`config.mk`:
```
export PLATFORM = sky130hd
export DESIGN_NAME = scheme_token_lexer_top
export DESIGN_NICKNAME = d
export VERILOG_FILES = /design/src/design/stl_pkg.sv /design/src/design/scheme_token_lexer_top.sv
export SDC_FILE = /design/constraint.sdc
export NUM_CORES = 1
export LEC_CHECK = 0
export CORE_ASPECT_RATIO = 1.5
export CORE_MARGIN = 2
export CORE_UTILIZATION = 32
export DETAILED_ROUTE_END_ITERATION = 12
export DONT_BUFFER_PORTS = 1
export PLACE_DENSITY = 0.51
export SYNTH_ARGS = -nofsm -noshare
export SYNTH_HDL_FRONTEND = slang
export SYNTH_SLANG_ARGS = --single-unit
```
`constraint.sdc`:
```
create_clock -name clock -period 6.1 [get_ports clock]
set_clock_uncertainty 0.2 [all_clocks]
set_input_delay 0.915 -clock clock [delete_from_list [all_inputs] [get_ports clock]]
set_output_delay 0.915 -clock clock [all_outputs]
set_load 0.05 [all_outputs]
```
`src/design/stl_pkg.sv`:
```
// Types, codes and character helpers for the Scheme token lexer.
// No dependencies; imported by scheme_token_lexer_top.
package stl_pkg;

   // Lexer mode
   typedef enum logic [2:0] {
      MODE_IDLE    = 3'd0,
      MODE_NUM     = 3'd1,
      MODE_STR     = 3'd2,
      MODE_HASH    = 3'd3,
      MODE_SYM     = 3'd4,
      MODE_COMMENT = 3'd5
   } mode_type;

   // Result kinds
   localparam logic [2:0] KIND_OPEN   = 3'd0;
   localparam logic [2:0] KIND_CLOSE  = 3'd1;
   localparam logic [2:0] KIND_INT    = 3'd2;
   localparam logic [2:0] KIND_FLOAT  = 3'd3;
   localparam logic [2:0] KIND_STRING = 3'd4;
   localparam logic [2:0] KIND_SYMBOL = 3'd5;
   localparam logic [2:0] KIND_BOOL   = 3'd6;
   localparam logic [2:0] KIND_END    = 3'd7;

   // Line status on line end
   localparam logic [1:0] STATUS_OK       = 2'd0;
   localparam logic [1:0] STATUS_EMPTY    = 2'd1;
   localparam logic [1:0] STATUS_OPEN_STR = 2'd2;

   // Character codes
   localparam logic [7:0] CH_NL     = 8'd10;
   localparam logic [7:0] CH_SPACE  = 8'd32;
   localparam logic [7:0] CH_QUOTE  = 8'h22;
   localparam logic [7:0] CH_HASH   = 8'h23;
   localparam logic [7:0] CH_OPEN   = 8'h28;
   localparam logic [7:0] CH_CLOSE  = 8'h29;
   localparam logic [7:0] CH_PLUS   = 8'h2B;
   localparam logic [7:0] CH_MINUS  = 8'h2D;
   localparam logic [7:0] CH_DOT    = 8'h2E;
   localparam logic [7:0] CH_ZERO   = 8'h30;
   localparam logic [7:0] CH_NINE   = 8'h39;
   localparam logic [7:0] CH_SEMI   = 8'h3B;
   localparam logic [7:0] CH_UP_F   = 8'h46;
   localparam logic [7:0] CH_UP_T   = 8'h54;
   localparam logic [7:0] CH_LO_A   = 8'h61;
   localparam logic [7:0] CH_LO_E   = 8'h65;
   localparam logic [7:0] CH_LO_F   = 8'h66;
   localparam logic [7:0] CH_LO_L   = 8'h6C;
   localparam logic [7:0] CH_LO_R   = 8'h72;
   localparam logic [7:0] CH_LO_S   = 8'h73;
   localparam logic [7:0] CH_LO_T   = 8'h74;
   localparam logic [7:0] CH_LO_U   = 8'h75;
   localparam logic [7:0] CH_TAB    = 8'd9;
   localparam logic [7:0] CH_CR     = 8'd13;

   // Boolean word matcher states
   localparam logic [3:0] BM_NONE  = 4'd0;
   localparam logic [3:0] BM_HASH  = 4'd1;
   localparam logic [3:0] BM_F     = 4'd2;
   localparam logic [3:0] BM_UF    = 4'd3;
   localparam logic [3:0] BM_T     = 4'd4;
   localparam logic [3:0] BM_UT    = 4'd5;
   localparam logic [3:0] BM_FA    = 4'd6;
   localparam logic [3:0] BM_FAL   = 4'd7;
   localparam logic [3:0] BM_FALS  = 4'd8;
   localparam logic [3:0] BM_FALSE = 4'd9;
   localparam logic [3:0] BM_TR    = 4'd10;
   localparam logic [3:0] BM_TRU   = 4'd11;
   localparam logic [3:0] BM_TRUE  = 4'd12;

   // One result transaction
   typedef struct packed {
      logic [2:0]         kind;
      logic signed [31:0] int_value;
      logic               bool_value;
      logic [7:0]         start_column;
      logic [8:0]         token_length;
      logic [1:0]         line_status;
      logic               last;
   } result_type;

   function automatic logic is_space(input logic [7:0] c);
      return (c == CH_SPACE) || ((c >= CH_TAB) && (c <= CH_CR));
   endfunction

   function automatic logic is_digit(input logic [7:0] c);
      return (c >= CH_ZERO) && (c <= CH_NINE);
   endfunction

   function automatic logic is_delim(input logic [7:0] c);
      return is_space(c) || (c == CH_OPEN) || (c == CH_CLOSE) ||
             (c == CH_QUOTE) || (c == CH_SEMI);
   endfunction

   // Step the #true / #false matcher by one character
   function automatic logic [3:0] next_match(input logic [3:0] s, input logic [7:0] c);
      logic [3:0] n;
      n = BM_NONE;
      case (s)
         BM_HASH: begin
            if (c == CH_LO_F)      n = BM_F;
            else if (c == CH_UP_F) n = BM_UF;
            else if (c == CH_LO_T) n = BM_T;
            else if (c == CH_UP_T) n = BM_UT;
         end
         BM_F:    if (c == CH_LO_A) n = BM_FA;
         BM_FA:   if (c == CH_LO_L) n = BM_FAL;
         BM_FAL:  if (c == CH_LO_S) n = BM_FALS;
         BM_FALS: if (c == CH_LO_E) n = BM_FALSE;
         BM_T:    if (c == CH_LO_R) n = BM_TR;
         BM_TR:   if (c == CH_LO_U) n = BM_TRU;
         BM_TRU:  if (c == CH_LO_E) n = BM_TRUE;
         default: n = BM_NONE;
      endcase
      return n;
   endfunction

endpackage

```
`src/design/scheme_token_lexer_top.sv`:
```
// Scheme token lexer: one character per transaction in, tokens out.
// Depends on stl_pkg (types, codes, character helpers).
//
// Usage:
//  - req channel carries one character of a line per transaction; code 10
//    (newline) ends the line. rsp channel carries one token or line-end
//    result per transaction; rsp_last marks the final result of a character.
//  - Lexer state is updated in the cycle a character is taken, and its
//    results are written into a three-entry output queue. rsp_valid rises
//    in the cycle after the character is taken.
//  - Throughput: one character per cycle while rsp_stall is low and each
//    character gives at most one result. A character that closes a word and
//    is itself a token or a line end gives two results; req_stall is high
//    until the second has moved to the head of the queue. The queue drain
//    rate of one result per cycle while rsp_stall is low sets this figure.
//  - req_stall is high while two or more results wait in the queue; it does
//    not depend on rsp_stall in the same cycle.
//  - When the receiver stalls, the head result holds and the queue fills;
//    the lexer stops taking characters, no result is lost.
//  - Synchronous reset empties the queue and returns the lexer to idle at
//    column 0. A newline also clears all lexer state for the next line.
module scheme_token_lexer_top #(
   parameter int LINE_MAX = 256
) (
   input  logic               clock,
   input  logic               reset,
   input  logic               req_valid,
   output logic               req_stall,
   input  logic [7:0]         req_char_code,
   output logic               rsp_valid,
   input  logic               rsp_stall,
   output logic [2:0]         rsp_kind,
   output logic signed [31:0] rsp_int_value,
   output logic               rsp_bool_value,
   output logic [7:0]         rsp_start_column,
   output logic [8:0]         rsp_token_length,
   output logic [1:0]         rsp_line_status,
   output logic               rsp_last
);
   import stl_pkg::*;

   // Saturation limits of column and token length
   localparam int COL_CAP = ((LINE_MAX - 1) > 255) ? 255 : (LINE_MAX - 1);
   localparam int LEN_CAP = (LINE_MAX > 256) ? 256 : LINE_MAX;
   localparam int QDEPTH  = 3;

   // Lexer state
   mode_type    mode_ff, mode_in;
   logic [31:0] acc_ff, acc_in;
   logic        neg_ff, neg_in;
   logic        dot_ff, dot_in;
   logic        notnum_ff, notnum_in;
   logic        firstdig_ff, firstdig_in;
   logic [7:0]  column_ff, column_in;
   logic [7:0]  tstart_ff, tstart_in;
   logic [8:0]  tcount_ff, tcount_in;
   logic [3:0]  bmatch_ff, bmatch_in;
   logic        any_ff, any_in;

   // Output queue, slot 0 is the head
   result_type  q_ff [QDEPTH];
   result_type  q_in [QDEPTH];
   logic [1:0]  qcount_ff, qcount_in;

   logic        req_acc, rsp_pop;
   logic [7:0]  c;
   logic [8:0]  tcount_grown;
   logic [31:0] acc_step;
   result_type  word_res, char_res, res_a, res_b;
   logic        word_done, char_emit, handled, ended;
   logic [1:0]  n_res;
   logic [1:0]  q_base;

   assign c         = req_char_code;
   assign req_stall = (qcount_ff >= 2'd2);
   assign req_acc   = req_valid && !req_stall;
   assign rsp_valid = (qcount_ff != 2'd0);
   assign rsp_pop   = rsp_valid && !rsp_stall;

   assign tcount_grown = (tcount_ff < 9'(LEN_CAP)) ? (tcount_ff + 9'd1) : tcount_ff;
   assign acc_step     = (acc_ff * 32'd10) + {28'd0, c[3:0]};

   // Result for the word that a delimiter closes
   always_comb begin
      word_res              = '0;
      word_res.start_column = tstart_ff;
      word_res.token_length = tcount_ff;
      word_res.kind         = KIND_SYMBOL;
      case (mode_ff)
         MODE_NUM: begin
            if (notnum_ff || ((tcount_ff == 9'd1) && !firstdig_ff)) begin
               word_res.kind = KIND_SYMBOL;
            end else if (dot_ff) begin
               word_res.kind = KIND_FLOAT;
            end else begin
               word_res.kind      = KIND_INT;
               word_res.int_value = neg_ff ? (32'd0 - acc_ff) : acc_ff;
            end
         end
         MODE_HASH: begin
            if ((bmatch_ff == BM_F) || (bmatch_ff == BM_UF) || (bmatch_ff == BM_FALSE)) begin
               word_res.kind = KIND_BOOL;
            end else if ((bmatch_ff == BM_T) || (bmatch_ff == BM_UT) ||
                         (bmatch_ff == BM_TRUE)) begin
               word_res.kind       = KIND_BOOL;
               word_res.bool_value = 1'b1;
            end
         end
         default: word_res.kind = KIND_SYMBOL;
      endcase
   end

   // Next lexer state and the results of one character
   always_comb begin
      mode_in     = mode_ff;
      acc_in      = acc_ff;
      neg_in      = neg_ff;
      dot_in      = dot_ff;
      notnum_in   = notnum_ff;
      firstdig_in = firstdig_ff;
      column_in   = column_ff;
      tstart_in   = tstart_ff;
      tcount_in   = tcount_ff;
      bmatch_in   = bmatch_ff;
      any_in      = any_ff;
      word_done   = 1'b0;
      char_emit   = 1'b0;
      char_res    = '0;
      handled     = 1'b0;
      ended       = 1'b0;

      case (mode_ff)
         MODE_STR: begin
            handled = 1'b1;
            if (c == CH_QUOTE) begin
               char_emit             = 1'b1;
               char_res.kind         = KIND_STRING;
               char_res.start_column = tstart_ff;
               char_res.token_length = tcount_grown;
               mode_in               = MODE_IDLE;
            end else if (c == CH_NL) begin
               char_emit            = 1'b1;
               char_res.kind        = KIND_END;
               char_res.line_status = STATUS_OPEN_STR;
               ended                = 1'b1;
            end else begin
               tcount_in = tcount_grown;
            end
         end
         MODE_COMMENT: begin
            handled = 1'b1;
            if (c == CH_NL) begin
               char_emit            = 1'b1;
               char_res.kind        = KIND_END;
               char_res.line_status = any_ff ? STATUS_OK : STATUS_EMPTY;
               ended                = 1'b1;
            end
         end
         MODE_NUM, MODE_HASH, MODE_SYM: begin
            if (is_delim(c)) begin
               word_done = 1'b1;
               mode_in   = MODE_IDLE;
            end else begin
               handled   = 1'b1;
               tcount_in = tcount_grown;
               if (mode_ff == MODE_NUM) begin
                  if (c == CH_DOT) begin
                     if (dot_ff) notnum_in = 1'b1;
                     dot_in = 1'b1;
                  end else if (!is_digit(c)) begin
                     notnum_in = 1'b1;
                  end else begin
                     acc_in = acc_step;
                  end
               end else if (mode_ff == MODE_HASH) begin
                  bmatch_in = next_match(bmatch_ff, c);
               end
            end
         end
         default: handled = 1'b0;
      endcase

      // Character seen outside any word
      if (!handled) begin
         if (c == CH_NL) begin
            char_emit            = 1'b1;
            char_res.kind        = KIND_END;
            char_res.line_status = (any_ff || word_done) ? STATUS_OK : STATUS_EMPTY;
            ended                = 1'b1;
         end else if (is_space(c)) begin
            mode_in = mode_in;
         end else if (c == CH_SEMI) begin
            mode_in = MODE_COMMENT;
         end else if (is_digit(c) || (c == CH_DOT) || (c == CH_MINUS) || (c == CH_PLUS)) begin
            mode_in     = MODE_NUM;
            tstart_in   = column_ff;
            tcount_in   = 9'd1;
            firstdig_in = is_digit(c);
            dot_in      = (c == CH_DOT);
            neg_in      = (c == CH_MINUS);
            notnum_in   = 1'b0;
            acc_in      = is_digit(c) ? {28'd0, c[3:0]} : 32'd0;
         end else if ((c == CH_OPEN) || (c == CH_CLOSE)) begin
            char_emit             = 1'b1;
            char_res.kind         = (c == CH_OPEN) ? KIND_OPEN : KIND_CLOSE;
            char_res.start_column = column_ff;
            char_res.token_length = 9'd1;
         end else if (c == CH_QUOTE) begin
            mode_in   = MODE_STR;
            tstart_in = column_ff;
            tcount_in = 9'd1;
         end else if (c == CH_HASH) begin
            mode_in   = MODE_HASH;
            tstart_in = column_ff;
            tcount_in = 9'd1;
            bmatch_in = BM_HASH;
         end else begin
            mode_in   = MODE_SYM;
            tstart_in = column_ff;
            tcount_in = 9'd1;
         end
      end

      // Any token emitted marks the line as non-empty
      if (word_done || (char_emit && (char_res.kind != KIND_END))) begin
         any_in = 1'b1;
      end

      // Column advance, or full clear at line end
      if (ended) begin
         mode_in     = MODE_IDLE;
         acc_in      = 32'd0;
         neg_in      = 1'b0;
         dot_in      = 1'b0;
         notnum_in   = 1'b0;
         firstdig_in = 1'b0;
         column_in   = 8'd0;
         tstart_in   = 8'd0;
         tcount_in   = 9'd0;
         bmatch_in   = BM_NONE;
         any_in      = 1'b0;
      end else if (column_ff < 8'(COL_CAP)) begin
         column_in = column_ff + 8'd1;
      end
   end

   // Order the results of this character and mark the final one
   always_comb begin
      res_a = word_res;
      res_b = char_res;
      n_res = 2'd0;
      if (word_done && char_emit) begin
         n_res      = 2'd2;
         res_b.last = 1'b1;
      end else if (word_done) begin
         n_res      = 2'd1;
         res_a.last = 1'b1;
      end else if (char_emit) begin
         n_res      = 2'd1;
         res_a      = char_res;
         res_a.last = 1'b1;
      end
   end

   // Queue update: shift out the head, append new results
   always_comb begin
      q_base    = qcount_ff - {1'b0, rsp_pop};
      qcount_in = q_base;
      for (int i = 0; i < QDEPTH; i++) begin
         if (rsp_pop && (i < QDEPTH - 1)) q_in[i] = q_ff[i + 1];
         else                             q_in[i] = q_ff[i];
      end
      if (req_acc) begin
         qcount_in = q_base + n_res;
         for (int i = 0; i < QDEPTH; i++) begin
            if ((n_res != 2'd0) && (2'(i) == q_base)) q_in[i] = res_a;
            if ((n_res == 2'd2) && (2'(i) == (q_base + 2'd1))) q_in[i] = res_b;
         end
      end
   end

   // Control registers
   always_ff @(posedge clock) begin
      if (reset) begin
         mode_ff     <= MODE_IDLE;
         acc_ff      <= 32'd0;
         neg_ff      <= 1'b0;
         dot_ff      <= 1'b0;
         notnum_ff   <= 1'b0;
         firstdig_ff <= 1'b0;
         column_ff   <= 8'd0;
         tstart_ff   <= 8'd0;
         tcount_ff   <= 9'd0;
         bmatch_ff   <= BM_NONE;
         any_ff      <= 1'b0;
         qcount_ff   <= 2'd0;
      end else begin
         qcount_ff <= qcount_in;
         if (req_acc) begin
            mode_ff     <= mode_in;
            acc_ff      <= acc_in;
            neg_ff      <= neg_in;
            dot_ff      <= dot_in;
            notnum_ff   <= notnum_in;
            firstdig_ff <= firstdig_in;
            column_ff   <= column_in;
            tstart_ff   <= tstart_in;
            tcount_ff   <= tcount_in;
            bmatch_ff   <= bmatch_in;
            any_ff      <= any_in;
         end
      end
   end

   // Queue payload
   always_ff @(posedge clock) begin
      for (int i = 0; i < QDEPTH; i++) begin
         q_ff[i] <= q_in[i];
      end
   end

   assign rsp_kind         = q_ff[0].kind;
   assign rsp_int_value    = q_ff[0].int_value;
   assign rsp_bool_value   = q_ff[0].bool_value;
   assign rsp_start_column = q_ff[0].start_column;
   assign rsp_token_length = q_ff[0].token_length;
   assign rsp_line_status  = q_ff[0].line_status;
   assign rsp_last         = q_ff[0].last;

   // Newline always leaves the lexer idle at column 0
   a_line_clear: assert property (@(posedge clock) disable iff (reset)
      (req_acc && (c == CH_NL)) |=> ((mode_ff == MODE_IDLE) && (column_ff == 8'd0)))
      else $error("lexer state not cleared after newline");

   // Queue occupancy follows pushes and pops
   a_qcount: assert property (@(posedge clock) disable iff (reset)
      !$past(reset) |-> (qcount_ff == ($past(qcount_ff) - {1'b0, $past(rsp_pop)} +
                          ($past(req_acc) ? $past(n_res) : 2'd0))))
      else $error("output queue count mismatch");

   // An open string or word always has at least its first character counted
   a_tcount: assert property (@(posedge clock) disable iff (reset)
      ((mode_ff == MODE_STR) || (mode_ff == MODE_NUM) || (mode_ff == MODE_HASH) ||
       (mode_ff == MODE_SYM)) |-> (tcount_ff != 9'd0))
      else $error("token open with zero length");

   // A line end result is always the final result of its character
   a_end_last: assert property (@(posedge clock) disable iff (reset)
      (rsp_valid && (rsp_kind == KIND_END)) |-> rsp_last)
      else $error("line end result not marked last");

endmodule
```
## Word-level counts from Yosys, hierarchy flattened

Memory sizes are Yosys's and may differ from the RTL's.
Cells that the tools add are included.

| storage, ports and cells | value |
|---|---|
| bits in registers | 71 |
| RAM bits | 168 |
| bits of input ports | 12 |
| output and inout bits | 58 |
| memories | 1 |

| cells by class | value |
|---|---|
| add/sub/neg operators | 7 |
| $mul | 1 |
| order comparisons | 7 |
| eq/ne operators | 49 |
| multiplexer cells | 178 |
| reductions and logical operators | 45 |

Memories:

| memory | depth | width | rd ports | clocked after Yosys merged registers in | write ports | RTL line | text |
|---|---|---|---|---|---|---|---|
| q_ff | 3 | 56 | 3 | 0 | 3 | scheme_token_lexer_top.sv:61 | `result_type q_ff [QDEPTH];` |

Operators by type and width:

| operator | count |
|---|---|
| $mux W56 | 10 |
| $mux W32 | 15 |
| $mux W168 | 1 |
| $mux W17 | 7 |
| $mux W9 | 11 |
| $eq A8 B7 Y1 const B | 10 |
| $mux W3 | 26 |
| $mux W4 | 19 |
| $eq A8 B6 Y1 const B | 9 |
| $mux W8 | 9 |
| $mux W1 | 61 |
| $mux W55 | 1 |
| $add A32 B4 Y32 | 1 |
| $mul A32 B3 Y31 const B | 1 |
| $pmux W4 S8 | 1 |
| $sub A1 B32 Y32 const A | 1 |
| $eq A4 B4 Y1 const B | 5 |
| $mux W19 | 1 |
| $pmux W3 S2 | 3 |
| $pmux W9 S2 | 1 |
| $eq A4 B3 Y1 const B | 4 |
| $logic_or A1 B1 Y1 | 16 |
| $mux W2 | 8 |
| $logic_and A1 B1 Y1 | 13 |
| other kinds (34) | 53 |

## Depth between registers and ports, before layout

Gate-level depths: netlist (run 1).

| logic depth | value |
|---|---|
| word-level depth | 19 |
| gate-level depth with buffers | 17 |
| gate-level depth less buffers | 13 |

## Least setup slack after synthesis (run 1)

No wires, ideal clock.

| path | value |
|---|---|
| path kind | input to register |
| from | in req_char_code[4] |
| to | mem q_ff[0][112] (netlist bit), enable pin |
| setup time | 0.471 ns |
| arrival time | 5.329 ns |
| data required time | 5.429 ns |
| slack | 0.100 ns |
| cell stages on the path | 10 |
| buffers on the path | 1 |
| cells stage by stage | buf_2 > or4b_1 > or3_1 > o21ai_2 > o21ai_2 > inv_1 > ha_1 > nand2_1 > o22a_1 > nor2_1 |

RTL lines:

| element | RTL line | text |
|---|---|---|
| from (decl) | scheme_token_lexer_top.sv:29 | `input logic [7:0] req_char_code,` |
| to (decl) | scheme_token_lexer_top.sv:61 |  |

==> flow_metrics.py, run 1 <==
metrics = {
    "outcome": {
        "status": "completed",
    },
    "route": {
        "viasPerCell": 5.65,
        "finalWirelength_um": 47600,
        "vias": 13107,
        "ant_nets": 0,
        "wl_per_cell_um": 20.5,
        "firstDrtPassIters": 5,
        "drcViolationCount": 0,
        "drt_iter0_markers": 1013,
    },
    "clocking": {
        "cts_setup_buffers": 0,
        "hold_buffers": 0,
        "cts_root_buf": "clkbuf_16",
        "clk_path_buf_depth": 3,
        "worstSkewPairLatency_ns": 0.53,
        "cts_tree": "done",
        "cts_resized": 0,
        "cts.sinks": 239,
        "cts-buffers-inserted": 23,
        "htreeDepth": 1,
        "clkTransAtPathRegs_ns": 0.06,
    },
    "worst_hold_path": {
        "hold_depth": 1,
        "min_path_type": "in -> reg",
        "min_from": "reset",
    },
    "critical_path": {
        "critical_path_arrival_ns": 5.08,
        "r2r_cells": 9,
        "reg2reg_from": "qcount_ff[1]",
        "path_class": "reg -> reg",
        "start_kind": "flop",
        "path_max_fanout": 22,
        "cp-startpoint": "qcount_ff[1]",
        "required_ns": 6.32,
        "endpoint_kind": "flop",
    },
    "cells_and_area": {
        "stdcell_count": 2318,
        "mostFrequentLayoutCells": "nand2_1 (215), dfxtp_1 (183), nor2_1 (180)",
        "layout_commonest_cell": "nand2_1",
        "drive_above_1_share_pct": 5.45,
        "fin_util_pct": 34.4,
        "fin_nets": 1787,
        "insertedDiodeCount": 0,
        "area_delta_synth_final_pct": 5.98,
    },
    "grt": {
        "grt_pass1_wl_um": 75400,
        "grt_max_degree": 71,
        "overflow": 0,
        "grt_usage_pct": 19.1,
        "grt_pass1_vias": 13109,
        "antenna_found_initial": 0,
    },
    "synth": {
        "syn_area_um2": 15100,
        "ys_types": 84,
        "syn_avg_cell_area_um2": 8.28,
        "ys_seq_area_share_pct": 35.3,
        "yosys_warnings": 0,
        "synth_ff_type": "dfxtp_1",
        "synth_cells": 1830,
        "synth_edf_count": 56,
        "synthArstFlopShare_pct": 0,
        "syn-num-nets": 1910,
        "synth-seq-cells": 239,
    },
    "floorplanning": {
        "rows": 97,
        "dieWidth_um": 182,
        "start_util_pct": 32.4,
        "io-pin-count": 70,
        "core_um2": 46700,
        "dieHeight_um": 270,
        "fp.dieArea_um2": 49100,
    },
    "sta": {
        "rsz0062_at_grt": "no",
        "worst_pin_slew_ns": 1.22,
        "slew_violations": 0,
        "max_freq_ghz": 0.206,
        "fin_crit_ns": 4.86,
        "whs_ns": 0.255,
        "setup_viol": 0,
        "relSlewSlack_pct": 18.4,
        "fin_crit_sh_pct": 79.6,
        "finalSetupTns_ns": 0,
        "hold_viol": 0,
        "finalWorstSetupSlack_ns": 1.24,
    },
    "power_and_ir_drop": {
        "pwr-share-clk_pct": 32.5,
        "leakage_nw": 6.10,
        "cellPowerDensity_nw_per_um2": 293,
        "seq_power_share_pct": 50.2,
        "max-vdd-ir-drop_uv": 245,
        "p_sw_mw": 1.68,
        "pwr-share-comb_pct": 17.2,
        "p_int_mw": 3.03,
        "swShare_pct": 35.6,
    },
    "run": {
        "drv_cap": 0,
    },
    "place": {
        "hpwl_um": 34400,
        "dp.cells": 2276,
        "pre_cts_ws_ns": 1.11,
        "gp_congestion": 0.895,
        "port_buffers": 0,
    },
}
-- sequential cells by signal, summed over array words and instances, names as in the netlist --
register / count
dot_ff: 1
neg_ff: 1
acc_ff: 32
notnum_ff: 1
firstdig_ff: 1
tstart_ff: 8
bmatch_ff: 4
tcount_ff: 9
qcount_ff: 2
q_ff: 168
any_ff: 1
mode_ff: 3
column_ff: 8
-- synthesized netlist by cell type (6+ instances only) --
library cell,count,area (µm²)
and3_1,19,119
nand4_1,15,93.8
nor3_1,47,235
nand2b_1,10,62.6
or3_1,7,43.8
inv_1,28,105
or4_1,7,52.6
a222oi_1,6,60.1
a21o_1,12,90.1
o221ai_1,10,87.6
nand3_1,46,230
clkbuf_1,96,360
dfxtp_1,183,3660
buf_1,9,33.8
o21ai_0,111,556
a221o_1,7,70.1
nor4_1,15,93.8
or2_2,7,43.8
a221oi_1,7,61.3
a21oi_1,137,686
edfxtp_1,56,1680
a311oi_1,7,61.3
xor2_1,52,455
a211oi_1,10,75.1
nor2_1,181,679
buf_4,54,405
nor2b_1,13,81.3
o22ai_1,74,463
xnor2_1,45,394
a32oi_1,9,78.8
and2_1,6,37.5
a31oi_1,7,43.8
ha_1,66,826
buf_2,13,65.1
mux2i_1,102,1020
a22oi_1,21,158
o31ai_1,13,97.6
o41ai_1,8,70.1
nand2_1,215,807
nand3b_1,7,52.6
-- cell type report --
type / count / area [µm²]
Clock buffer: 34 / 668
Clock inverter: 8 / 124
Fill cell: 4883 / 30700
Inverter: 29 / 110
Sequential cell: 239 / 5350
Tap cell: 594 / 743
Timing Repair Buffer: 24 / 180
Multi-Input combinational cell: 1390 / 8880
-- worst max-delay path, stage by stage, from the launching register on --
cell and delay, ns:
dfxtp_1 0.88, or2_2 0.44, nand2b_4 0.29, clkinv_2 0.11, ha_1 0.28, xor2_1 0.53, nand3_1 0.73, nand2_1 0.55
nand2_1 0.34, a221oi_1 0.38
-- through the flow --
stage          power, mW  instance area [µm²]
5_1_grt             4.91                16100
3_5_place_dp        3.21                15300
3_3_place_gp        3.19                15300
2_1_floorplan       3.12                15100
4_1_cts             4.74                16100
6_report            4.71                16100
-- kinds of logic (layout without fill, tap and decap cells) --
group           count (synthesis)  in the layout  share of synthesized area, %
compound gates                500            500                          21.0
xor+xnor                       98             98                          5.72
fa+ha+maj                      68             68                          5.72
buf+inv                       201             95                          6.43
flops                         239            239                          35.3
mux                           103            103                          6.81
simple gates                  621            621                          19.0
-- power by group through the flow --
| stage | clock network (mW) | registers, mW | logic (mW) |
|---|---|---|---|
| 2_1_floorplan | 0 | 1.94 | 1.19 |
| 3_3_place_gp | 0 | 2.40 | 0.790 |
| 3_5_place_dp | 0 | 2.41 | 0.805 |
| 4_1_cts | 1.56 | 2.37 | 0.807 |
| 5_1_grt | 1.62 | 2.39 | 0.900 |
| 6_report | 1.53 | 2.36 | 0.811 |
-- final timing paths --
path,slack [ns],to
setup / recovery,1.24,q_ff[0][4]
hold / removal,0.26,column_ff[1]
setup reg to reg,1.24,q_ff[0][4]
hold reg to reg,0.27,any_ff
-- routing by layer --
| metal | vias to the layer above | global-route usage [%] | part of all wire [%] |
|---|---|---|---|
| li1 | 6389 | - | - |
| met4 | 0 | 6.63 | 2.9 |
| met1 | 6306 | 21.3 | 40 |
| met5 | - | 0 | 0 |
| met2 | 334 | 36.8 | 53 |
| met3 | 78 | 2.10 | 4.0 |
Power figures use the tool's default switching activity.
==> run 2: changes to the inputs <==
--- a/config.mk
+++ b/config.mk
@@ -10,7 +10,7 @@
 export CORE_UTILIZATION = 32
 export DETAILED_ROUTE_END_ITERATION = 12
 export DONT_BUFFER_PORTS = 1
-export PLACE_DENSITY = 0.51
+export PLACE_DENSITY = 0.5
 export SYNTH_ARGS = -nofsm -noshare
 export SYNTH_HDL_FRONTEND = slang
 export SYNTH_SLANG_ARGS = --single-unit
==> constraint.sdc (replaced) <==
create_clock -name clock -period 4.5 [get_ports clock]
set_clock_uncertainty 0.2 [all_clocks]
set_input_delay 0.675 -clock clock [delete_from_list [all_inputs] [get_ports clock]]
set_output_delay 0.675 -clock clock [all_outputs]
set_load 0.05 [all_outputs]
==> run 2 against run 1 <==
Die area unchanged. Design area is 2.2% higher. Sequential share of layout area down 0.73 points. Non-clock buffer count increased by 40. Maximum frequency is 17% higher. Critical path type unchanged.
==> flow_metrics.py, run 2 (synthesis gave the netlist of run 1 again) <==
metrics = {
    "outcome": {
        "status": "completed",
    },
    "clocking": {
        "cts_root_buf": "clkbuf_16",
        "clkTransAtPathRegs_ns": 0.07,
        "cts-buffers-inserted": 25,
        "cts.sinks": 239,
        "htreeDepth": 1,
        "cts_setup_buffers": 0,
        "cts_tree": "done",
        "clk_path_buf_depth": 3,
        "worstSkewPairLatency_ns": 0.54,
    },
    "floorplanning": {
        "io-pin-count": 70,
        "dieWidth_um": 182,
        "rows": 97,
        "dieHeight_um": 270,
        "core_um2": 46700,
        "start_util_pct": 32.4,
        "fp.dieArea_um2": 49100,
    },
    "place": {
        "place_area_um2": 15600,
        "port_buffers": 0,
        "gp_congestion": 0.881,
        "pre_cts_ws_ns": 0.179,
        "hpwl_um": 36200,
    },
    "cells_and_area": {
        "drive_above_1_share_pct": 7.92,
        "fin_area_um2": 16400,
        "area_delta_synth_final_pct": 8.35,
        "largest_reg_flops": 168,
        "filler_cell_count": 4837,
        "fin_nets": 1829,
        "largestRegisters": "q_ff (168), acc_ff (32), tcount_ff (9)",
        "layout_commonest_cell": "nand2_1",
        "mostFrequentLayoutCells": "nand2_1 (215), dfxtp_1 (183), nor2_1 (180)",
        "top_register": "q_ff",
        "insertedDiodeCount": 0,
    },
    "power_and_ir_drop": {
        "cellPowerDensity_nw_per_um2": 391,
        "max-vdd-ir-drop_uv": 296,
        "p_sw_mw": 2.35,
        "pwr-share-comb_pct": 18.3,
        "p_int_mw": 4.07,
        "seq_power_share_pct": 49.6,
        "leakage_nw": 6.34,
        "swShare_pct": 36.6,
        "pwr-share-clk_pct": 32.1,
    },
    "sta": {
        "setup_viol": 0,
        "relSlewSlack_pct": 35.1,
        "fin_crit_ns": 4.16,
        "finalWorstSetupSlack_ns": 0.336,
        "max_freq_ghz": 0.240,
        "fin_crit_sh_pct": 92.5,
        "slew_violations": 0,
        "rsz0062_at_grt": "no",
        "hold_viol": 0,
        "worst_pin_slew_ns": 0.971,
        "finalSetupTns_ns": 0,
    },
    "route": {
        "drcViolationCount": 0,
        "firstDrtPassIters": 6,
        "finalWirelength_um": 49900,
        "ant_nets": 0,
        "wl_per_cell_um": 21.1,
        "drt_iter0_markers": 976,
        "viasPerCell": 5.70,
        "vias": 13453,
    },
    "critical_path": {
        "required_ns": 4.77,
        "r2r_cells": 14,
        "endpoint_kind": "flop",
        "path_class": "reg -> reg",
        "start_kind": "flop",
        "path_max_fanout": 8,
        "critical_path_arrival_ns": 4.44,
    },
    "grt": {
        "grt_usage_pct": 20.0,
        "grt_pass1_vias": 13299,
        "antenna_found_initial": 0,
        "overflow": 0,
        "grt_max_degree": 40,
        "grt_pass1_wl_um": 78300,
    },
    "run": {
        "drv_cap": 0,
    },
    "worst_hold_path": {
        "hold_depth": 2,
        "min_path_type": "in -> reg",
    },
}
==> run 2: cell types whose count changed in the layout (fill, tap and decap cells not counted), moves of 2 or more <==
cell / delta
buf_12: +3
bufinv_16: -2
clkinv_2: +4
clkbuf_1: -3
clkinv_4: +2
buf_4: +36
==> run 2: worst max-delay path, cell delays in order, from the launching register on <==
cell     delay (ns)
dfxtp_1        0.49
ha_1           0.30
ha_1           0.23
fa_1           0.42
a21oi_1        0.27
o211a_1        0.28
o21ai_1        0.16
a21oi_1        0.45
xnor2_1        0.27
nand3_1        0.21
nor4_1         0.28
buf_4          0.17
nand3_1        0.08
xor2_1         0.16
o21ai_0        0.14
==> run 2: timing repair <==
action / 4_1_cts / 5_1_grt
hold buffers: 3 / 0
endpoints found under the hold margin: 30 / 0
endpoints found under the setup margin: 0 / 7
resized for setup: 0 / 3
==> run 2: final timing paths <==
| kind | to | slack [ns] | start |
|---|---|---|---|
| min reg2reg | any_ff | 0.27 | any_ff |
| max | acc_ff[30] | 0.34 | acc_ff[3] |
| max reg2reg | acc_ff[30] | 0.34 | acc_ff[3] |
| min | acc_ff[1] | 0.10 | req_char_code[1] |
==> run 2: area by class of cell <==
| class | instances | area [µm²] | area share [%] |
|---|---|---|---|
| Sequential cell | 239 | 5350 | 32.6 |
| Inverter | 29 | 110 | 0.671 |
| Multi-Input combinational cell | 1390 | 8900 | 54.2 |
| Clock inverter | 12 | 96.3 | 0.587 |
| Timing Repair Buffer | 64 | 520 | 3.17 |
| Clock buffer | 33 | 696 | 4.24 |
| Tap cell | 594 | 743 | 4.53 |
==> run 2: power by group through the flow <==
| stage | sequential, mW | clock (mW) | combinational [mW] |
|---|---|---|---|
| after floorplan | 2.62 | 0 | 1.61 |
| after CTS | 3.19 | 2.11 | 1.17 |
| after global placement | 3.23 | 0 | 1.14 |
| after detailed placement | 3.24 | 0 | 1.15 |
| after global routing | 3.21 | 2.17 | 1.30 |
| final | 3.18 | 2.06 | 1.18 |
==> run 2: routing by layer <==
layer / vias up / track usage [%] / wire length [µm] / part of all wire, %
li1: 6476 / - / - / -
met1: 6566 / 22.2 / 19500 / 39
met2: 339 / 38.9 / 27100 / 54
met3: 72 / 2.33 / 1880 / 3.8
met4: 0 / 6.25 / 1430 / 2.9
met5: - / 0 / 0 / 0
==> run 2: stage by stage <==
stage | utilization, % | instances | hold WS (ns) | total power, mW
floorplan | - | 1830 | 0.234 | 4.23
global placement | 33.3 | 2313 | 0.244 | 4.37
detailed placement | 33.3 | 2313 | 0.255 | 4.39
CTS | 35.1 | 2361 | 0.0773 | 6.47
global route | 35.1 | 2361 | 0.111 | 6.68
finish | 35.1 | 2361 | 0.103 | 6.42
==> run 3: changes to the inputs <==
--- a/config.mk
+++ b/config.mk
@@ -5,12 +5,14 @@
 export SDC_FILE = /design/constraint.sdc
 export NUM_CORES = 1
 export LEC_CHECK = 0
+export ABC_AREA = 1
 export CORE_ASPECT_RATIO = 1.5
 export CORE_MARGIN = 2
 export CORE_UTILIZATION = 32
 export DETAILED_ROUTE_END_ITERATION = 12
 export DONT_BUFFER_PORTS = 1
 export PLACE_DENSITY = 0.5
+export RECOVER_POWER = 25
 export SYNTH_ARGS = -nofsm -noshare
 export SYNTH_HDL_FRONTEND = slang
 export SYNTH_SLANG_ARGS = --single-unit
==> run 3 against run 2 <==
The run now ends with capacitance limit, slew limit left. Critical path type unchanged. Combinational power is 40% higher. Sequential cell count stayed put. Die area is 14% higher. Maximum frequency is 1.4% higher. Count of clock-buffer cells in the layout is 8 higher. Non-clock buffer count is 22 lower.
==> flow_metrics.py, run 3 <==
metrics = {
    "outcome": {
        "status": "complete, but fails checks",
        "violations": "capacitance limit, slew limit",
    },
    "cells_and_area": {
        "multiInputGateArea_um2": 10100,
        "fin_util_pct": 34.6,
        "top_register": "q_ff",
        "regArea_um2": 5350,
        "insertedDiodeCount": 0,
        "area_delta_synth_final_pct": 7.04,
        "mostFrequentLayoutCells": "nand2_1 (836), inv_1 (263), nor2_1 (227)",
        "drive_above_1_share_pct": 4.35,
        "largest_reg_flops": 168,
        "fin_nets": 2681,
        "filler_cell_count": 5777,
        "layout_commonest_cell": "nand2_1",
        "largestRegisters": "q_ff (168), acc_ff (32), tcount_ff (9)",
    },
    "sta": {
        "hold_viol": 0,
        "fin_crit_ns": 4.11,
        "fin_crit_sh_pct": 91.3,
        "slew_violations": 40,
        "finalWorstSetupSlack_ns": 0.392,
        "finalSetupTns_ns": 0,
        "max_freq_ghz": 0.243,
        "setup_viol": 0,
        "worst_pin_slew_ns": 1.92,
        "relSlewSlack_pct": -28.0,
        "rsz0062_at_grt": "no",
    },
    "place": {
        "gp_congestion": 0.862,
        "hpwl_um": 43800,
        "port_buffers": 0,
        "pre_cts_ws_ns": 0.187,
    },
    "synth": {
        "yosys_warnings": 0,
        "ys_seq_area_share_pct": 30.9,
        "synth_xor_area_share_pct": 1.22,
        "yosysMostFrequentCell": "nand2_1",
        "synth_common_cells": "nand2_1 (836), inv_1 (264), nor2_1 (230)",
        "synth_edf_count": 56,
        "synth_compound_area_share_pct": 14.6,
        "synth_top_family_by_area": "simple AND/OR/NAND/NOR gates",
        "ys_types": 54,
        "synth_top_cell_by_area": "dfxtp_1",
        "ys_top_cells_by_area": "dfxtp_1 (21%), nand2_1 (18%), edfxtp_1 (9.7%)",
        "synth-seq-cells": 239,
        "synthSimpleGateAreaFrac_pct": 33.3,
        "synthAdderAreaFrac_pct": 5.01,
        "synth_top_area_share_pct": 21.2,
        "syn_avg_cell_area_um2": 6.41,
        "synth_ff_type": "dfxtp_1",
        "synth_cells": 2699,
        "synthArstFlopShare_pct": 0,
        "syn_area_um2": 17300,
        "syn-num-nets": 2779,
        "synthMuxAreaShare_pct": 3.94,
    },
    "clocking": {
        "clkTransAtPathRegs_ns": 0.06,
        "cts_setup_buffers": 0,
        "cts-buffers-inserted": 25,
        "cts_resized": 0,
        "cts_tree": "done",
        "cts.sinks": 239,
        "cts_root_buf": "clkbuf_16",
        "clk_path_buf_depth": 3,
        "htreeDepth": 1,
        "worstSkewPairLatency_ns": 0.55,
        "hold_buffers": 2,
    },
    "run": {
        "drv_cap": 1,
    },
    "worst_hold_path": {
        "min_path_type": "in -> reg",
    },
    "floorplanning": {
        "io-pin-count": 70,
        "start_util_pct": 32.3,
        "fp.dieArea_um2": 56000,
        "core_um2": 53500,
        "rows": 104,
        "dieWidth_um": 194,
        "dieHeight_um": 289,
    },
    "grt": {
        "grt_max_degree": 65,
        "overflow": 0,
        "antenna_found_initial": 0,
        "grt_pass1_wl_um": 93400,
        "grt_pass1_vias": 16482,
        "grt_usage_pct": 20.9,
    },
    "critical_path": {
        "critical_path_arrival_ns": 4.39,
        "endpoint_kind": "flop",
        "path_max_fanout": 32,
        "start_kind": "flop",
        "required_ns": 4.78,
        "path_class": "reg -> reg",
    },
    "power_and_ir_drop": {
        "leakage_nw": 8.04,
        "cellPowerDensity_nw_per_um2": 415,
        "max-vdd-ir-drop_uv": 404,
    },
    "route": {
        "wl_per_cell_um": 18.2,
        "firstDrtPassIters": 5,
        "drt_iter0_markers": 1194,
        "viasPerCell": 5.19,
        "vias": 17186,
        "drcViolationCount": 0,
        "ant_nets": 0,
        "finalWirelength_um": 60200,
    },
}
==> run 3: changes by cell type in the layout (fill, tap and decap cells not counted), sizes merged, moves of 33 or more <==
cell / delta
mux2i: -35
o22ai: -60
inv: +247
nand2: +622
xor2: -33
xnor2: -41
nor2: +53
o21ai: +95
nand3: +182
==> run 3: cell type report <==
type	instances	area share [%]
inverter	278	5.64
sequential	239	28.9
clock inverter	5	0.297
tap	689	4.66
clock buffer	41	4.08
multi-input combinational	2015	54.6
timing repair buffer	42	1.84
==> run 3: path summary, 6_finish.rpt <==
kind	slack [ns]	cells after the start	start	end
max	0.39	15	mode_ff[0]	q_ff[0][26]
min	0.02	1	reset	acc_ff[1]
max reg2reg	0.39	15	mode_ff[0]	q_ff[0][26]
min reg2reg	0.29	2	tstart_ff[5]	tstart_ff[5]
==> run 3: cells by family (layout without fill, tap and decap cells) <==
| logic type | count (synthesis) | after routing |
|---|---|---|
| simple gates | 1391 | 1391 |
| compound gates | 464 | 464 |
| buf+inv | 445 | 366 |
| flops | 239 | 239 |
| fa+ha+maj | 68 | 68 |
| mux | 68 | 68 |
| xor+xnor | 24 | 24 |
==> run 3: where the power goes <==
group	switching, mW	leakage [nW]	internal, mW
logic	1.02	5.68	0.634
clock network	0.927	0.400	1.20
registers	1.22	1.96	2.68
==> run 3: critical path, stage by stage (launching register included) <==
cell	delay, ns
dfxtp_1	0.43
inv_1	0.10
nor3_1	0.43
inv_1	0.13
o211ai_1	0.19
nand4_2	0.24
nand3_2	0.26
nand2_2	0.14
ha_1	0.25
inv_1	0.21
nor3_1	0.08
buf_4	0.15
nor2_4	0.44
buf_4	0.51
o211ai_1	0.16
o21ai_0	0.10
==> run 3: routing by layer <==
metal	GRT usage (%)	wire length (µm)	vias to the layer above
met5	0	0	-
met4	5.57	1340	0
met3	1.92	2520	69
met2	40.4	31500	431
met1	24.6	24800	8072
li1	-	-	8614
==> run 3: metrics by stage <==
stage	hold WS, ns	cells	instance area, µm²	total power [mW]
after floorplan	0.238	2699	17300	5.43
after detailed placement	0.276	3258	17700	5.60
after global routing	0.00536	3309	18500	8.12
after global placement	0.268	3258	17700	5.54
final	0.0182	3309	18500	7.68
after CTS	0.00142	3306	18500	7.75
